==> config.mk <==
export PLATFORM = sky130hd
export DESIGN_NAME = tone_burst_peak_detector_unit
export DESIGN_NICKNAME = d
export VERILOG_FILES = /design/src/hdl/tbpd_pkg.sv /design/src/hdl/tone_burst_peak_detector_unit.sv /design/src/hdl/tbpd_div.sv
export VERILOG_INCLUDE_DIRS = /design/src /design/src/hdl
export SDC_FILE = /design/constraint.sdc
export NUM_CORES = 1
export LEC_CHECK = 0
export ABC_AREA = 1
export BUFFER_PORTS_ARGS = -buffer_cell sky130_fd_sc_hd__buf_4
export CAP_MARGIN = 5
export CORE_MARGIN = 10
export CORE_UTILIZATION = 52
export CTS_CLUSTER_SIZE = 25
export DETAILED_ROUTE_END_ITERATION = 8
export PLACE_DENSITY_LB_ADDON = 0.15
export SYNTH_ARGS = -nofsm -noshare
export SYNTH_HDL_FRONTEND = slang
export SYNTH_SLANG_ARGS = --single-unit
==> constraint.sdc <==
create_clock -name clk -period 5.6 [get_ports clk]
set_clock_uncertainty 0.15 [all_clocks]
set_input_delay 0.28 -clock clk [delete_from_list [all_inputs] [get_ports clk]]
set_output_delay 0.28 -clock clk [all_outputs]
set_load 0.01 [all_outputs]
==> src/hdl/assert_macros.svh <==
// Assertion macros shared by the RTL of the tone burst peak detector.
`ifndef ASSERT_MACROS_SVH
`define ASSERT_MACROS_SVH
`ifndef ASSERT_OFF
// Antecedent implies consequent in the same cycle.
`define ASSERT_SAME(label, clk, rst_n, ante, cons) \
	label: assert property (@(posedge clk) disable iff (!rst_n) (ante) |-> (cons)) \
		else $error("assertion failed");
// Antecedent implies consequent in the next cycle.
`define ASSERT_NEXT(label, clk, rst_n, ante, cons) \
	label: assert property (@(posedge clk) disable iff (!rst_n) (ante) |=> (cons)) \
		else $error("assertion failed");
`else
`define ASSERT_SAME(label, clk, rst_n, ante, cons)
`define ASSERT_NEXT(label, clk, rst_n, ante, cons)
`endif
`endif

==> src/hdl/tbpd_pkg.sv <==
// Package with the types and constants of the tone burst peak detector.
`timescale 1ns / 1ps
`default_nettype none
package tbpd_pkg;

	// Field widths.
	localparam int SAMPLE_BITS = 10;
	localparam int TIME_BITS   = 32;
	localparam int DC_W        = 10;
	localparam int FREQ_W      = 10;
	localparam int HITS_W      = 8;
	localparam int WIN_W       = 16;
	localparam int STATUS_W    = 2;

	// Frequency is FREQ_SCALE divided by the peak interval in milliseconds.
	localparam int FREQ_SCALE = 1000;
	localparam int QUO_W      = 10;
	localparam int CNT_W      = $clog2(QUO_W);

	// Configuration port.
	localparam int PADDR_W = 5;
	localparam int PDATA_W = 32;
	localparam int REG_W   = 3;
	localparam logic [REG_W-1:0] REG_DC_OFFSET = 3'd0;
	localparam logic [REG_W-1:0] REG_TARGET    = 3'd1;
	localparam logic [REG_W-1:0] REG_TOLERANCE = 3'd2;
	localparam logic [REG_W-1:0] REG_HITS      = 3'd3;
	localparam logic [REG_W-1:0] REG_WINDOW    = 3'd4;

	// Result status codes.
	localparam logic [STATUS_W-1:0] ST_LISTEN  = 2'd0;
	localparam logic [STATUS_W-1:0] ST_DETECT  = 2'd1;
	localparam logic [STATUS_W-1:0] ST_TIMEOUT = 2'd2;
	localparam logic [STATUS_W-1:0] ST_IDLE    = 2'd3;

	// Input action codes.
	localparam logic ACT_START  = 1'b0;
	localparam logic ACT_SAMPLE = 1'b1;

	typedef struct packed {
		logic                   action;
		logic [SAMPLE_BITS-1:0] sample;
		logic [TIME_BITS-1:0]   time_now;
	} in_t;

	typedef struct packed {
		logic [STATUS_W-1:0] status;
		logic [HITS_W-1:0]   hit_total;
	} out_t;

	// Handshake between the sequencer and the divider.
	typedef struct packed {
		logic start;
	} div_req_t;

	typedef struct packed {
		logic done;
	} div_rsp_t;

endpackage
`default_nettype wire

==> src/hdl/tone_burst_peak_detector_unit.sv <==
// Top level of the tone burst peak detector with sequencer and register file.
//
// Usage: the in channel (in_valid/in_ready/in_data) carries one item per
// transfer: a start action opens a listening window at time_now, a sample
// action presents one converter reading. Every input item yields exactly one
// result on the out channel (out_valid/out_ready/out_data) with the status
// and the match count of the current window.
// The block handles one item at a time. A start item, a sample while idle or
// a sample after the window expired goes from the window check straight to
// the final step; a sample that is no peak or a peak in the same millisecond
// as the last one also runs the sample and peak steps; a peak with a nonzero
// interval runs the serial divider, one quotient bit per cycle over 10 bits,
// and then the match step. in_ready is high only while the sequencer is idle,
// from the cycle after the result is loaded.
// The result sits in an output register; the next item is taken while it
// waits. If the receiver stalls, the following result holds in the final
// step until the output register frees up.
// Reset clears the window state and loads the register defaults; the
// configuration registers are read and written through the APB-style port.
`timescale 1ns / 1ps
`default_nettype none
`include "assert_macros.svh"
module tone_burst_peak_detector_unit (
	input  wire                              clk,
	input  wire                              arst_n,
	input  logic                             in_valid,
	output logic                             in_ready,
	input  tbpd_pkg::in_t                    in_data,
	output logic                             out_valid,
	input  logic                             out_ready,
	output tbpd_pkg::out_t                   out_data,
	input  logic                             psel,
	input  logic                             penable,
	input  logic                             pwrite,
	input  logic [tbpd_pkg::PADDR_W-1:0]     paddr,
	input  logic [tbpd_pkg::PDATA_W-1:0]     pwdata,
	output logic [tbpd_pkg::PDATA_W-1:0]     prdata,
	output logic                             pready
);
	import tbpd_pkg::*;

	localparam int CUR_W = ((SAMPLE_BITS > DC_W) ? SAMPLE_BITS : DC_W) + 1;
	localparam int CMP_W = CUR_W + 3;
	localparam int ERR_W = FREQ_W + 1;

	localparam logic [2:0] S_IDLE  = 3'd0;
	localparam logic [2:0] S_WIN   = 3'd1;
	localparam logic [2:0] S_SAMP  = 3'd2;
	localparam logic [2:0] S_PEAK  = 3'd3;
	localparam logic [2:0] S_DIV   = 3'd4;
	localparam logic [2:0] S_MATCH = 3'd5;
	localparam logic [2:0] S_DONE  = 3'd6;

	// Configuration registers.
	logic [DC_W-1:0]   dc_offset_q;
	logic [FREQ_W-1:0] target_q;
	logic [FREQ_W-1:0] tol_q;
	logic [HITS_W-1:0] hits_needed_q;
	logic [WIN_W-1:0]  window_q;

	// Window state.
	logic                   active_q;
	logic [TIME_BITS-1:0]   start_q;
	logic [TIME_BITS-1:0]   peak_q;
	logic [CUR_W-1:0]       prev_q;
	logic [SAMPLE_BITS-1:0] max_q;
	logic [HITS_W-1:0]      hit_q;

	// Sequencer and item registers.
	logic [2:0]          state_q;
	in_t                 item_q;
	logic [CUR_W-1:0]    cur_q;
	logic [STATUS_W-1:0] res_status_q;
	logic                out_valid_q;
	out_t                out_q;

	logic                 cfg_wr;
	logic [REG_W-1:0]     reg_idx;
	logic                 in_xfer;
	logic                 load_out;
	logic [TIME_BITS-1:0] win_diff;
	logic                 expired;
	logic [CUR_W-1:0]     cur_w;
	logic                 cur_gt_max;
	logic signed [CMP_W-1:0] prev4;
	logic signed [CMP_W-1:0] max_ext;
	logic signed [CMP_W-1:0] max3;
	logic                 is_peak;
	logic [TIME_BITS-1:0] dt;
	logic signed [ERR_W-1:0] err;
	logic [ERR_W-1:0]     err_abs;
	logic                 is_match;
	div_req_t             div_req;
	div_rsp_t             div_rsp;
	logic [QUO_W-1:0]     quotient;

	// Configuration port: writes on the access phase, reads decode the address.
	assign reg_idx = paddr[PADDR_W-1:2];
	assign cfg_wr  = psel && penable && pwrite;
	assign pready  = 1'b1;

	always_ff @(posedge clk or negedge arst_n) begin
		if (!arst_n) begin
			dc_offset_q   <= DC_W'(287);
			target_q      <= FREQ_W'(1000);
			tol_q         <= FREQ_W'(50);
			hits_needed_q <= HITS_W'(5);
			window_q      <= WIN_W'(500);
		end else if (cfg_wr) begin
			unique case (reg_idx)
				REG_DC_OFFSET: dc_offset_q   <= pwdata[DC_W-1:0];
				REG_TARGET:    target_q      <= pwdata[FREQ_W-1:0];
				REG_TOLERANCE: tol_q         <= pwdata[FREQ_W-1:0];
				REG_HITS:      hits_needed_q <= pwdata[HITS_W-1:0];
				REG_WINDOW:    window_q      <= pwdata[WIN_W-1:0];
				default: ;
			endcase
		end
	end

	always_comb begin
		unique case (reg_idx)
			REG_DC_OFFSET: prdata = PDATA_W'(dc_offset_q);
			REG_TARGET:    prdata = PDATA_W'(target_q);
			REG_TOLERANCE: prdata = PDATA_W'(tol_q);
			REG_HITS:      prdata = PDATA_W'(hits_needed_q);
			REG_WINDOW:    prdata = PDATA_W'(window_q);
			default:       prdata = '0;
		endcase
	end

	// Handshakes.
	assign in_ready  = (state_q == S_IDLE);
	assign in_xfer   = in_valid && in_ready;
	assign load_out  = (state_q == S_DONE) && (!out_valid_q || out_ready);
	assign out_valid = out_valid_q;
	assign out_data  = out_q;

	// Window check and sample centering.
	assign win_diff = item_q.time_now - start_q;
	assign expired  = (win_diff > TIME_BITS'(window_q));
	assign cur_w    = CUR_W'(item_q.sample) - CUR_W'(dc_offset_q);

	// Running maximum and three-quarter peak test.
	assign cur_gt_max = ($signed(cur_q) > $signed(CUR_W'(max_q)));
	assign prev4      = CMP_W'($signed(prev_q)) <<< 2;
	assign max_ext    = $signed(CMP_W'(max_q));
	assign max3       = (max_ext <<< 1) + max_ext;
	assign is_peak    = ($signed(cur_q) < $signed(prev_q)) && (prev4 >= max3);
	assign dt         = item_q.time_now - peak_q;

	// Distance of the measured frequency from the target.
	assign err      = $signed({1'b0, quotient}) - $signed({1'b0, target_q});
	assign err_abs  = err[ERR_W-1] ? ERR_W'(-err) : ERR_W'(err);
	assign is_match = (err_abs < {1'b0, tol_q});

	assign div_req.start = (state_q == S_PEAK) && is_peak && (dt != '0);

	tbpd_div u_div (
		.clk      (clk),
		.arst_n   (arst_n),
		.req      (div_req),
		.divisor  (dt),
		.rsp      (div_rsp),
		.quotient (quotient)
	);

	// Sequencer and window state.
	always_ff @(posedge clk or negedge arst_n) begin
		if (!arst_n) begin
			state_q      <= S_IDLE;
			active_q     <= 1'b0;
			start_q      <= '0;
			peak_q       <= '0;
			prev_q       <= '0;
			max_q        <= '0;
			hit_q        <= '0;
			res_status_q <= ST_LISTEN;
		end else begin
			unique case (state_q)
				S_IDLE: begin
					if (in_xfer) begin
						state_q <= S_WIN;
					end
				end
				S_WIN: begin
					if (item_q.action == ACT_START) begin
						active_q     <= 1'b1;
						start_q      <= item_q.time_now;
						peak_q       <= item_q.time_now;
						prev_q       <= '0;
						max_q        <= '0;
						hit_q        <= '0;
						res_status_q <= ST_LISTEN;
						state_q      <= S_DONE;
					end else if (!active_q) begin
						res_status_q <= ST_IDLE;
						state_q      <= S_DONE;
					end else if (expired) begin
						active_q     <= 1'b0;
						res_status_q <= ST_TIMEOUT;
						state_q      <= S_DONE;
					end else begin
						res_status_q <= ST_LISTEN;
						state_q      <= S_SAMP;
					end
				end
				S_SAMP: begin
					if (cur_gt_max) begin
						max_q <= cur_q[SAMPLE_BITS-1:0];
					end
					state_q <= S_PEAK;
				end
				S_PEAK: begin
					prev_q <= cur_q;
					if (is_peak) begin
						peak_q <= item_q.time_now;
					end
					state_q <= div_req.start ? S_DIV : S_DONE;
				end
				S_DIV: begin
					if (div_rsp.done) begin
						state_q <= S_MATCH;
					end
				end
				S_MATCH: begin
					if (is_match) begin
						if (hit_q == hits_needed_q) begin
							active_q     <= 1'b0;
							res_status_q <= ST_DETECT;
						end else if (hit_q != '1) begin
							hit_q <= hit_q + 1'b1;
						end
					end
					state_q <= S_DONE;
				end
				S_DONE: begin
					if (load_out) begin
						state_q <= S_IDLE;
					end
				end
				default: state_q <= S_IDLE;
			endcase
		end
	end

	// Item and centered sample registers.
	always_ff @(posedge clk) begin
		if (in_xfer) begin
			item_q <= in_data;
		end
		if (state_q == S_WIN) begin
			cur_q <= cur_w;
		end
	end

	// Output register.
	always_ff @(posedge clk or negedge arst_n) begin
		if (!arst_n) begin
			out_valid_q <= 1'b0;
		end else if (load_out) begin
			out_valid_q <= 1'b1;
		end else if (out_ready) begin
			out_valid_q <= 1'b0;
		end
	end

	always_ff @(posedge clk) begin
		if (load_out) begin
			out_q.status    <= res_status_q;
			out_q.hit_total <= hit_q;
		end
	end

	// An accepted item always starts with the window check.
	`ASSERT_NEXT(a_xfer_to_win, clk, arst_n, in_xfer, state_q == S_WIN)
	// The divider finishes only while the sequencer waits for it.
	`ASSERT_SAME(a_div_done_in_div, clk, arst_n, div_rsp.done, state_q == S_DIV)
	// A detection result always leaves the window closed.
	`ASSERT_NEXT(a_detect_closes, clk, arst_n,
		load_out && (res_status_q == ST_DETECT), !active_q)
	// The match count only steps by one or clears.
	`ASSERT_SAME(a_hit_step, clk, arst_n, hit_q != $past(hit_q),
		(hit_q == $past(hit_q) + 8'd1) || (hit_q == '0))

endmodule
`default_nettype wire

==> src/hdl/tbpd_div.sv <==
// Serial restoring divider computing the scale constant over the peak interval.
`timescale 1ns / 1ps
`default_nettype none
module tbpd_div (
	input  wire                              clk,
	input  wire                              arst_n,
	input  tbpd_pkg::div_req_t               req,
	input  logic [tbpd_pkg::TIME_BITS-1:0]   divisor,
	output tbpd_pkg::div_rsp_t               rsp,
	output logic [tbpd_pkg::QUO_W-1:0]       quotient
);
	import tbpd_pkg::*;

	localparam logic [QUO_W-1:0] DIVIDEND = QUO_W'(FREQ_SCALE);

	logic                 busy_q;
	logic                 done_q;
	logic [CNT_W-1:0]     cnt_q;
	logic [TIME_BITS-1:0] div_q;
	logic [QUO_W-1:0]     rem_q;
	logic [QUO_W-1:0]     quo_q;

	logic [QUO_W:0]       rem_sh;
	logic [TIME_BITS-1:0] rem_ext;
	logic [TIME_BITS-1:0] rem_sub;
	logic                 ge;
	logic [QUO_W-1:0]     rem_next;

	// One quotient bit per cycle: shift in the next dividend bit and try a subtract.
	always_comb begin
		rem_sh   = {rem_q, DIVIDEND[cnt_q]};
		rem_ext  = TIME_BITS'(rem_sh);
		ge       = (rem_ext >= div_q);
		rem_sub  = rem_ext - div_q;
		rem_next = ge ? rem_sub[QUO_W-1:0] : rem_sh[QUO_W-1:0];
	end

	// Control of the iteration.
	always_ff @(posedge clk or negedge arst_n) begin
		if (!arst_n) begin
			busy_q <= 1'b0;
			done_q <= 1'b0;
			cnt_q  <= '0;
		end else begin
			done_q <= 1'b0;
			if (req.start) begin
				busy_q <= 1'b1;
				cnt_q  <= CNT_W'(QUO_W - 1);
			end else if (busy_q) begin
				if (cnt_q == '0) begin
					busy_q <= 1'b0;
					done_q <= 1'b1;
				end else begin
					cnt_q <= cnt_q - 1'b1;
				end
			end
		end
	end

	// Datapath registers.
	always_ff @(posedge clk) begin
		if (req.start) begin
			div_q <= divisor;
			rem_q <= '0;
			quo_q <= '0;
		end else if (busy_q) begin
			rem_q <= rem_next;
			quo_q <= {quo_q[QUO_W-2:0], ge};
		end
	end

	assign rsp.done = done_q;
	assign quotient = quo_q;

endmodule
`default_nettype wire
# Word level (Yosys, flattened, before mapping)
# Memories as Yosys holds them, arrays and structs flattened.
# Index checks and enable logic that the tools add are counted.
op_classes:
  add_sub_neg: 9
  magnitude_cmp: 7
  n_eq_ne: 23
  n_mux: 48
  n_bitwise: 1
  n_reduce_logical: 31
op_table:
  columns: ["cell", "n"]
  rows:
  - ["$pmux 16 s5", 1]
  - ["$mux 32", 2]
  - ["$pmux 32 s2", 1]
  - ["$sub 32x32->32", 2]
  - ["$ge 11x32->1", 1]
  - ["$gt 32x16->1", 1]
  - ["$mux 8", 4]
  - ["$reduce_bool 32->1", 1]
  - ["$mux 10", 3]
  - ["$mux 11", 2]
  - ["$pmux 11 s2", 1]
  - ["$sub 10x10->11", 2]
  - ["$pmux 3 s7", 1]
  - ["$pmux 10 s2", 1]
  - ["$mux 3", 6]
  - ["$ne 2x2->1 const B", 9]
  - ["$pmux 8 s2", 1]
  - ["$reduce_and 2->1", 8]
  - ["$mux 1", 14]
  - ["$ge 13x13->1", 1]
  - ["$add 11x10->12", 1]
  - ["$eq 3x2->1 const B", 4]
  - ["$eq 3x3->1 const B", 4]
  - ["$mux 2", 6]
  - ["other kinds (24)", 42]
word_totals:
  ff_bits: 276
  mem_bits_ro: 16
  inputBits: 87
  out_inout_bits: 45
  elab_cells: 146
  memories: 1
memory_table:
  columns: ["name", "depth", "width", "read_ports", "rd_ports_with_merged_regs", "wr", "line", "text"]
  rows:
  - ["(no name shown)", 16, 1, 1, 0, 0, "tbpd_div.sv:31", "rem_sh = {rem_q, DIVIDEND[cnt_q]};"]

# Logic depth before layout (Yosys ltp)
depth:
  ltp_word: 7
  ltp_mapped: 27
  mapped_depth_nobuf: 26

# Modules after synthesis
# Synthesis repeated with hierarchy kept, for this count alone.
hier_totals:
  cells_unflattened: 2681
  area_unflattened_um2: 19392.3
modules_own_cells:
  columns: ["module", "instances", "cells_each", "area_per_inst_um2", "seq_area_each_um2"]
  rows:
  - ["tone_burst_peak_detector_unit", 1, 2387, 16661.0, 5804.3]
  - ["tbpd_div", 1, 294, 2731.4, 1511.4]

# Least setup slack after synthesis
# OpenSTA, ideal clock, no wires.
synth_timing:
  path_type: "reg-to-reg"
  from: "register max_q[1]"
  to: "register u_div.div_q[0] (enable)"
  setup_ns: 0.337
  t_arrival_ns: 3.354
  required_time_ns: 5.113
  setup_slack_ns: 1.760
  stages_incl_launch_ff: 22
  n_path_buf: 1
  synth_period_minus_slack_ns: 3.840
  cell_sequence: "dfrtp_1 -> ha_1 -> fa_1 -> a21oi_1 -> o21bai_1 -> a21oi_1 -> nor2_1 -> nor2_1 -> o21ai_0 -> xor2_1 -> ha_1 -> nand2_1 -> nor2_1 -> o21ai_0 -> o2111ai_1 -> nand2_1 -> nand2_1 -> nand3b_1 -> nor2_1 -> nand2_4 -> inv_4 -> buf_6"
synth_between:
  elab_chain_cells: 5
synth_lines:
  columns: ["element", "line", "text"]
  rows:
  - ["start: declaration", "tone_burst_peak_detector_unit.sv:66", "logic [SAMPLE_BITS-1:0] max_q;"]
  - ["start signal: assignment", "tone_burst_peak_detector_unit.sv:210", "max_q <= cur_q[SAMPLE_BITS-1:0];"]
  - ["$add 11x10->12", "tone_burst_peak_detector_unit.sv:148", "assign max3 = (max_ext <<< 1) + max_ext;"]
  - ["$ge 13x13->1", "tone_burst_peak_detector_unit.sv:149", "assign is_peak = ($signed(cur_q) < $signed(prev_q)) && (prev4 >= max3);"]
  - ["$logic_and 1x1->1", "tone_burst_peak_detector_unit.sv:149", null]
  - ["$logic_and 1x1->1 (2 in a row)", "tone_burst_peak_detector_unit.sv:157", "assign div_req.start = (state_q == S_PEAK) && is_peak && (dt != '0);"]
  - ["net div_req", "tone_burst_peak_detector_unit.sv:93", "div_req_t div_req;"]
  - ["end signal: assignment", "tbpd_div.sv:63", "div_q <= divisor;"]
  - ["end: declaration", "tbpd_div.sv:19", "logic [TIME_BITS-1:0] div_q;"]
# The timed path passes the listed nets, and every way through them passes these cells.
# A chain may end at the register's enable or synchronous reset.

# Final worst setup path
layout_timing:
  from: "register max_q[1]"
  to: "register u_div.div_q[30] (enable)"
layout_between:
  elab_chain_cells: 5
layout_lines:
  columns: ["element", "line"]
  rows:
  - ["$add 11x10->12", "tone_burst_peak_detector_unit.sv:148"]
  - ["$ge 13x13->1", "tone_burst_peak_detector_unit.sv:149"]
  - ["$logic_and 1x1->1", "tone_burst_peak_detector_unit.sv:149"]
  - ["$logic_and 1x1->1 (2 in a row)", "tone_burst_peak_detector_unit.sv:157"]
# Every way passes these cells.

==> qor.yml <==
crit_fanout: 55
synth_area_per_cell_um2: 7.46
clockBufferDepth: 3
critPathLaunchType: "flip-flop"
ys_seq_area_share_pct: 38.5
comb_power_share_pct: 55.8
drv_slew: 0
core_mm2: 0.0358
antenna_left: 0
rsz0062_at_grt: "false"
ys.flop_type: "dfrtp_1"
gp_congestion: 0.915
grt_pass1_wl_mm: 80.7
avgViaCountPerCell: 5.10
status: "finished, final reports clean"
met1_usage_pct: 27.1
worst_slew_pin_slew_ps: 1150
peakVddDrop_v: 0.000318
path_cells: "ha_1 > fa_1 > a21oi_1 > o21bai_1 > a21oi_1 > nor2_1 > nor2_1 > o21ai_0 > xor2_1 > ha_1 > nand2_1 > nor2_1 > o21ai_0 > o2111ai_1 > nand2_1 > nand2_1 > nand3b_1 > nor2_1 > nand2_4 > inv_4"
dieArea_mm2: 0.0445
first_global_vias: 16100
dp_slack_ps: 980
num_vias: 16300
crit_buf_inv: 1
synth_edf_count: 96
max_cap_viol_count: 0
swShare_pct: 45.9
clock_latency_ps: 600
grt_use_met2_pct: 39.8
cts.root.buffer_cell: "clkbuf_16"
crit_type: "reg -> reg"
p_int_w: 0.00661
crit_arrival_ps: 4720
routedWlPerCell_um: 15.4
synth.distinct_cells: 55
power.switching_w: 0.00560
pwr-share-clk_pct: 17.9
relSlewSlack_pct: 23.1
dp_hpwl_mm: 38.0
cts_inserted_buffers: 31
antenna_cells: 0
cpLargestDelayFamily: "simple AND/OR/NAND/NOR gates"
yosys_warnings: 0
hold_path_class: "in -> reg"
start_util_pct: 53.0
netlist_area_mm2: 0.0190
syn_inst: 2544
grtUsageMet3_pct: 3.04
fp.dieH_um: 211
port_buffers: 96
first_pass_iters: 5
ios: 132
die_w_um: 211
path_clk_slew_ps: 60
ys_ff_latch: 276
seq_power_share_pct: 26.3
slowest_stage: "inv_4"
drtIter0Drc: 956
fin_nets: 2961
worstSetupEndpointType: "flip-flop"
cp_common_cell: "nor2_1"
htree_num_levels: 1
min_period_ps: 4650
clock-sinks: 276
antenna_found_initial: 0
num_rows: 69
power_leakage_nw: 11.1
drcViolationCount: 0
ctsResizeCount: 0
grt_usage_pct: 22.2
fin_ws_ps: 946
async_flop_share_pct: 58.0
wl_mm: 49.0
grt_overflow_total: 0
required_ps: 5670
grt_busiest_layer: "met2"
tns_ps: 0
grt_max_degree: 112
fin_crit_sh_pct: 83.1
hold_viol: 0
setup_viol: 0
power_density_mw_per_mm2: 559
critPathMaxStageDelay_ps: 580
area_delta_synth_final_pct: 15.1
cts_tree: "done"
max_freq_mhz: 215
drive_gt1_share_pct: 9.02
==> cells by family (layout without fill, tap and decap cells) <==
logic type / after synthesis / in the layout / synth area share (%)
AND/OR/NAND/NOR: 1164 / 1164 / 25.5
buffers and inverters: 500 / 668 / 10.4
adder cells (fa/ha/maj): 171 / 171 / 11.5
other: 2 / 17 / 0.0396
AO/OA/AOI/OAI: 343 / 343 / 9.85
XOR/XNOR: 80 / 80 / 3.77
flip-flops: 276 / 276 / 38.5
multiplexers: 8 / 8 / 0.428
==> area by class of cell <==
cell class | count | area (µm²)
clock buffers | 39 | 877
fillers | 3191 | 14000
multi-input cells | 1783 | 9770
flip-flops and latches | 276 | 7320
repair buffers | 168 | 1420
clock inverters | 18 | 221
well taps | 461 | 577
inverters | 443 | 1670
==> layout by cell type (no fill, tap or decap), drive strengths merged, types with 62 or more instances in the layout <==
cell,count
ha,165
nand2,739
dfrtp,137
dlygate4sd3,62
inv,448
a21oi,138
buf,106
nand3,101
edfxtp,96
o21ai,155
nor2,249
==> cells in the mapped netlist, types with 9 or more instances <==
cell type / instances / area share, %
nand3_1: 99 / 2.6
ha_1: 165 / 11
a21oi_1: 135 / 3.6
nand3b_1: 9 / 0.36
xor2_1: 56 / 2.6
nor3_1: 20 / 0.53
edfxtp_1: 96 / 15
nand2_1: 724 / 14
buf_4: 17 / 0.67
clkbuf_1: 36 / 0.71
nand4_1: 29 / 0.96
o21ai_0: 151 / 4.0
dfxtp_1: 20 / 2.1
dfrtp_1: 137 / 18
nor2_1: 224 / 4.4
xnor2_1: 22 / 1.0
inv_1: 437 / 8.6
nor2_2: 19 / 0.63
dfstp_2: 23 / 3.2
nand2_2: 12 / 0.40
==> layer usage <==
layer	share of wire [%]	wire length, µm	up-vias
li1	-	-	8390
met4	3.0	1480	2
met1	44	21400	7479
met5	0.12	61	-
met3	4.0	1980	79
met2	49	24100	305
==> timing repair <==
action / in CTS / in global routing
hold endpoints to repair: 200 / 0
hold buffers: 62 / 0
buffers inserted: 0 / 0
==> sequential cells by signal (all words and copies together) (netlist names), 3 cells and up <==
| register | flops |
|---|---|
| cur_q | 11 |
| dc_offset_q | 10 |
| hit_q | 8 |
| hits_needed_q | 8 |
| item_q | 43 |
| max_q | 10 |
| out_data | 10 |
| peak_q | 32 |
| prev_q | 11 |
| start_q | 32 |
| state_q | 3 |
| target_q | 10 |
| tol_q | 10 |
| u_div.cnt_q | 4 |
| u_div.div_q | 32 |
| u_div.quotient | 10 |
| u_div.rem_q | 10 |
| window_q | 16 |
==> through the flow <==
stage	instances	utilization [%]	hold slack [ps]	cell area (µm²)	power [W]
5_1_grt	3188	61.0	244	21800	0.0135
2_1_floorplan	2559	-	-166	19000	0.00832
3_3_place_gp	3069	56.2	295	20100	0.00979
6_report	3188	61.0	250	21800	0.0122
4_1_cts	3188	61.0	230	21800	0.0123
3_5_place_dp	3069	56.2	299	20100	0.0100
==> power groups by stage <==
stage                     combinational, W  clock [W]  sequential (W)
after global routing               0.00788    0.00230         0.00328
after detailed placement           0.00676          0         0.00324
after CTS                          0.00684    0.00222         0.00321
final                              0.00682    0.00218         0.00321
after global placement             0.00657          0         0.00322
after floorplan                    0.00524          0         0.00308
==> worst register-to-register path, cell delays in order (launching register included) <==
cell and delay [ps]:
dfrtp_1 450, ha_1 280, fa_1 410, a21oi_1 200, o21bai_1 120, a21oi_1 160
nor2_1 60, nor2_1 150, o21ai_0 160, xor2_1 180, ha_1 300, nand2_1 50
nor2_1 180, o21ai_0 130, o2111ai_1 100, nand2_1 70, nand2_1 60, nand3b_1 130
nor2_1 210, nand2_4 100, inv_4 580
==> path summary, 6_finish.rpt <==
kind,slack (ps),cells past startpoint,startpoint,endpoint
min,250,2,in_data[11],item_q[11]
max reg2reg,950,20,max_q[1],u_div.div_q[30]
max,950,20,max_q[1],u_div.div_q[30]
min in group asynchronous,270,2,arst_n,start_q[28]
min reg2reg,320,0,res_status_q[1],out_data[9]
max in group asynchronous,3620,3,arst_n,prev_q[1]
(Power assumes the default switching activity.)
